**src/pdi_pkg.sv**
```systemverilog
// Shared types and constants for the pair deduplication indexer.
// Used by pdi_cell and pair_dedup_indexer; depends on nothing.
`default_nettype none

package pdi_pkg;

  // Number of table entries, one per cell of the chain
  localparam int TABLE_DEPTH = 256;
  // Width of node values and of the assigned index
  localparam int DATA_W = 32;

  // Numbering modes of the configuration register
  localparam logic MODE_ROW     = 1'b0;
  localparam logic MODE_COMPACT = 1'b1;

  // Lookup token that travels down the chain, one cell per cycle unless the chain is stalled
  typedef struct packed {
    logic              live;    // token carries an item
    logic [DATA_W-1:0] lo;      // sorted pair, smaller value
    logic [DATA_W-1:0] hi;      // sorted pair, larger value
    logic [DATA_W-1:0] idx;     // fresh index, replaced by stored index on a hit
    logic              done;    // a cell has matched or stored the pair
    logic              is_new;  // pair was not found in the table
  } token_t;

endpackage

`default_nettype wire

```
**src/pdi_cell.sv**
```systemverilog
// One table entry of the deduplication chain: stored pair, index and valid bit.
// Compares the passing token, stores it in the first empty cell. Uses pdi_pkg.
`default_nettype none

module pdi_cell (
  input  wire logic            clk,
  input  wire logic            rst_n,
  input  wire logic            en,
  input  wire logic            clear,
  input  pdi_pkg::token_t      tok_i,
  output pdi_pkg::token_t      tok_o
);
  import pdi_pkg::*;

  logic                valid_r;
  logic [2*DATA_W-1:0] key_r;
  logic [DATA_W-1:0]   index_r;
  token_t              tok_r;
  token_t              tok_nxt;

  logic vld_eff;
  logic pending;
  logic hit;
  logic ins;

  // Compare against the entry; a clear in the same cycle empties it first
  always_comb begin
    vld_eff = valid_r & ~clear;
    pending = tok_i.live & ~tok_i.done;
    hit     = pending & vld_eff & (key_r == {tok_i.lo, tok_i.hi});
    ins     = pending & ~vld_eff;
    tok_nxt = tok_i;
    if (hit) begin
      tok_nxt.done   = 1'b1;
      tok_nxt.is_new = 1'b0;
      tok_nxt.idx    = index_r;
    end else if (ins) begin
      tok_nxt.done   = 1'b1;
      tok_nxt.is_new = 1'b1;
    end
  end

  // Hold the entry valid bit; drop it on a new matrix unless refilled at once
  always_ff @(posedge clk) begin
    if (!rst_n) begin
      valid_r <= 1'b0;
    end else if (en && ins) begin
      valid_r <= 1'b1;
    end else if (clear) begin
      valid_r <= 1'b0;
    end
  end

  // Store a new pair with its index
  always_ff @(posedge clk) begin
    if (en && ins) begin
      key_r   <= {tok_i.lo, tok_i.hi};
      index_r <= tok_i.idx;
    end
  end

  // Advance the token to the next cell
  always_ff @(posedge clk) begin
    if (!rst_n) begin
      tok_r <= '0;
    end else if (en) begin
      tok_r <= tok_nxt;
    end
  end

  assign tok_o = tok_r;

endmodule

`default_nettype wire

```
**config.mk**
```make
export PLATFORM = sky130hd
export DESIGN_NAME = pdi_cell
export DESIGN_NICKNAME = d
export VERILOG_FILES = /design/src/pdi_pkg.sv /design/src/pdi_cell.sv
export SDC_FILE = /design/constraint.sdc
export NUM_CORES = 1
export LEC_CHECK = 0
export BUFFER_PORTS_ARGS = -buffer_cell sky130_fd_sc_hd__clkbuf_2
export CAP_MARGIN = 20
export CORE_MARGIN = 3
export CORE_UTILIZATION = 26
export CTS_CLUSTER_SIZE = 10
export DETAILED_ROUTE_END_ITERATION = 12
export GPL_TIMING_DRIVEN = 0
export REMOVE_ABC_BUFFERS = 1
export SYNTH_ARGS = -nofsm -noshare
export SYNTH_HDL_FRONTEND = slang
export SYNTH_SLANG_ARGS = --single-unit
```
**constraint.sdc**
```tcl
create_clock -name clk -period 6.85 [get_ports clk]
set_clock_uncertainty 0.1 [all_clocks]
set_input_delay 0.685 -clock clk [delete_from_list [all_inputs] [get_ports clk]]
set_output_delay 0.685 -clock clk [all_outputs]
set_load 0.02 [all_outputs]
```
---- After elaboration in Yosys (flattened, before gate mapping) ----
Index checks and enable logic that the tools add are counted.
word-level totals
  logic and storage cells ................. 25
  output and inout port bits .............. 99
  flip-flop bits (word level) ............. 196
cells by class
  bitwise gates (word level) .............. 8
  equality and inequality tests ........... 1
  muxes and demuxes ....................... 5
  reductions and logical operators ........ 2
operators with widths
  kind               number
  $eq 64x64->1       1
  $mux 32            1
  $and 1x1->1        5
  $mux 2             2
  $not 1->1          3
  $mux 1             2
  $reduce_bool 2->1  1
  $logic_and 1x1->1  1

---- Longest topological paths before layout ----
  word-level depth ........................ 6
  mapped depth ............................ 8
  gate-level depth less buffers ........... 6

---- Least setup slack after synthesis ----
Ideal clock, no wire load.
  kind .................................... input to register
  start point ............................. input en
  end point ............................... register index_r[0], enable pin
  library setup time ...................... 450 ps
  stages on the path ...................... 5
  data required time ...................... 6300 ps
  path buffers ............................ 3
  arrival time ............................ 3342 ps
  setup slack ............................. 2958 ps
  cell sequence ........................... clkbuf_1 > buf_2 > buf_2 > nand2_1 > inv_1
on the way
  cells in the longest elaborated chain, start to end .. 1
ends and longest elaborated chain
  item                    RTL line        source
  start: declaration      pdi_cell.sv:8   input wire logic en,
  $logic_and 1x1->1       pdi_cell.sv:56  if (en && ins) begin
  end signal: assignment  pdi_cell.sv:58  index_r <= tok_i.idx;
  end: declaration        pdi_cell.sv:17  logic [DATA_W-1:0] index_r;
Every way passes these cells.
A chain may end at the register's enable or synchronous reset.

---- Final worst setup path ----
  start point ............................. input tok_i[48] in the netlist's numbering
  end point ............................... register tok_r, in the netlist tok_o[22]
on the way
  cells in the longest elaborated chain, start to end .. 3
ends and longest elaborated chain
  item                    RTL line        source
  start: declaration      pdi_cell.sv:10  input pdi_pkg::token_t tok_i,
  $eq 64x64->1            pdi_cell.sv:30  hit = pending & vld_eff & (key_r == {tok_i.lo, tok_i.hi});
  $and 1x1->1             pdi_cell.sv:30
  $mux 32                 pdi_cell.sv:33  if (hit) begin
  end signal: assignment  pdi_cell.sv:67  tok_r <= tok_nxt;
  end: declaration        pdi_cell.sv:18  token_t tok_r;
Every way passes these cells.

==> metrics.md <==
| Metric | Value |
|---|---|
| Avg Inst Size Synth | `13.1 um2` |
| Initial Utilization | `between 20% and 30%` |
| Cell taking the most area after synthesis | `edfxtp_1` |
| CP Max Fanout | `36` |
| DR vias | `5228` |
| Io pins | `202` |
| Number of max-cap violations | `0` |
| Die Wd | `approximately 180 um` |
| Setup tns final | `0 ps` |
| Vias in the first global route | `5102` |
| Initial DRC count | `217` |
| Final core occ | `about a third` |
| H-tree depth | `4` |
| Req. time, crit path | `around 7000 ps` |
| Area Growth Syn to Fin | `25.8%` |
| Die outline height | `179 um` |
| Synth area leaders | `edfxtp_1 (37%), dfxtp_1 (26%), mux2i_1 (8.4%), xor2_1 (7.0%), nor2b_1 (5.3%)` |
| Final ANT Viol Nets | `0` |
| Layout cells sized above 1 | `30.7%` |
| Clk root buf | `clkbuf_16` |
| Run status | `finished clean` |
| Yosys Warn Count | `0` |
| #FFs+latches synth | `196` |
| Hold WS | `348 ps` |
| N_diodes | `0` |
| Placer Congestion | `0.672` |
| DP Cell Count | `1147` |
| Initial antenna violation count | `0` |
| Slew margin rel. | `39.2%` |
| Crit-path max cell delay | `690 ps` |
| Count leader, synth | `dfxtp_1` |
| Global-route wire length before repair | `roughly 29000 um` |
| Synthesized area | `0.00777 mm2` |
| Nets | `885` |
| DRC | `0` |
| Async set or reset register ratio after synthesis | `0%` |
| Leak | `3.99 nW` |
| Hold Path Class | `in -> reg` |
| Total power | `between 2 and 3 mW` |
| RSZ-0062 raised after global routing | `no` |
| Dpl hpwl | `13000 um` |
| Commonest cells post-synth | `dfxtp_1 (100), edfxtp_1 (96), nor2b_1 (66)` |
| Top-area cell type share of the netlist area | `a little under two fifths` |
| Slowest CP cell | `nor2_4` |
| Power per cell area | `262 mW/mm2` |
| Largest net degree at the start of global routing | `63` |
| Finish-stage setup viols | `0` |
| Port bufs | `201` |
| CP Class | `in -> reg` |
| WL/cell | `about 16 um` |
| CP arrival | `around 2800 ps` |
| Hold Buf Count CTS | `0` |
| Clock latency at the later pin of the worst-skew pair | `440 ps` |
| Primary FF master, synth | `dfxtp_1` |
| CTS buffer count | `17` |
| Die ar. | `0.0320 mm2` |
| Drt pass-1 iters | `4` |
| CTS tree | `built` |
| Final Hold Fails | `0` |
| Via density | `4.43` |
| DRT Wirelength | `18500 um` |
| Gr usage total | `about an eighth` |
| Worst-path clk slew | `70 ps` |
| VDD IR-drop max | `0.000157 V` |
| Fmax achieved | `0.379 GHz` |
| CP endpoint kind | `flip-flop` |
| Post-synth EDFFs | `96` |
| Slew Viols, Final | `0` |
| Row count | `62` |
| Total global routing overflow | `0` |
| Total core area | `0.0291 mm2` |
| Worst-Margin Slew | `911 ps` |
| Seq/Total Area, Yosys | `62.9%` |
| Fin crit share | `38.6%` |
| Cts repair resizes | `0` |
| Syn Inst Count | `595` |
| CP cell instances | `clkbuf_2 > xor2_1 > nor4_1 > nand4_1 > nor2_4 > buf_12 > a2bb2oi_1 > o211ai_1` |
| Filler cells | `2914` |
| Max clock buf depth | `2` |
| Postcts setup bufs | `0` |
| Clock sinks | `196` |
| Startpoint Class | `primary input` |
| Post-route minimum period | `2640 ps` |
| Yosys cell types | `31` |
| Post-Layout Cell Count | `about 1200` |
==> cells in the final DEF, fill, tap and decap left out, types with 2 or more instances in the layout <==
cell type     n
a2bb2oi_1    32
buf_12        4
buf_8         2
clkbuf_16    17
clkbuf_2    200
clkinv_4      2
clkinvlp_4    2
dfxtp_1     100
edfxtp_1     96
inv_6         6
inv_8         2
mux2i_1      65
nand2_1      34
nand4_1      36
nor2b_1      65
nor4_1       14
o211ai_1     32
xnor2_1       2
xor2_1       62
==> area by class of cell <==
cell class / instances / area [um2] / area share, %
flip-flops and latches: 196 / 4880 / 50.0
multi-input cells: 358 / 2710 / 27.7
repair buffers: 208 / 1150 / 11.7
well taps: 384 / 480 / 4.91
clock buffers: 19 / 443 / 4.53
clock inverters: 13 / 113 / 1.15
inverters: 1 / 6.26 / 0.0640
==> worst paths after layout <==
check / cells past startpoint / startpoint / slack (ps) / to
worst max-delay path: 8 / tok_i[48] / 4210 / tok_o[22]
worst min-delay path: 1 / tok_i[16] / 350 / index_r[14]
worst max register to register: 7 / key_r[14] / 4220 / tok_o[22]
worst min register to register: 1 / tok_o[0] / 380 / tok_o[0]
==> metal layers <==
metal  GRT usage, %  up-vias  wire [um]
met4           3.21        0        187
met1           15.6     2514       8580
met5              0        -          0
met3           4.24       13       1390
met2           18.1      135       8350
li1               -     2566          -
==> worst max-delay path, delay by kind of cell <==
kind / cells / cell delay (ps)
compound gates: 2 / 300
simple gates: 3 / 1270
buf+inv: 2 / 390
xor+xnor: 1 / 160
==> sequential cells by signal, summed over array words and instances, names as in the netlist <==
register / cells
index_r: 32
valid_r: 1
tok_o: 99
key_r: 64
==> through the flow <==
stage | setup slack (ps) | cell area, um2
2_1_floorplan | 2970 | 7570
3_3_place_gp | 574 | 9060
3_5_place_dp | 3680 | 9220
4_1_cts | 4110 | 9780
5_1_grt | 3930 | 9780
6_report | 4210 | 9780
==> where the power goes <==
part | leakage, nW | switching (mW) | internal [mW] | total (mW)
Combinational | 2.01 | 0.166 | 0.110 | 0.275
Sequential | 1.71 | 0.0260 | 1.29 | 1.32
Clock | 0.270 | 0.484 | 0.488 | 0.972
==> cell families (layout without fill, tap and decap cells) <==
family / after synthesis / in the layout / share of synthesized area [%]
flops: 196 / 196 / 62.9
xor+xnor: 64 / 64 / 7.21
mux: 65 / 65 / 8.37
compound gates: 70 / 70 / 7.21
buf+inv: 41 / 241 / 2.61
simple gates: 159 / 159 / 11.7
Power figures use the tool's default switching activity.
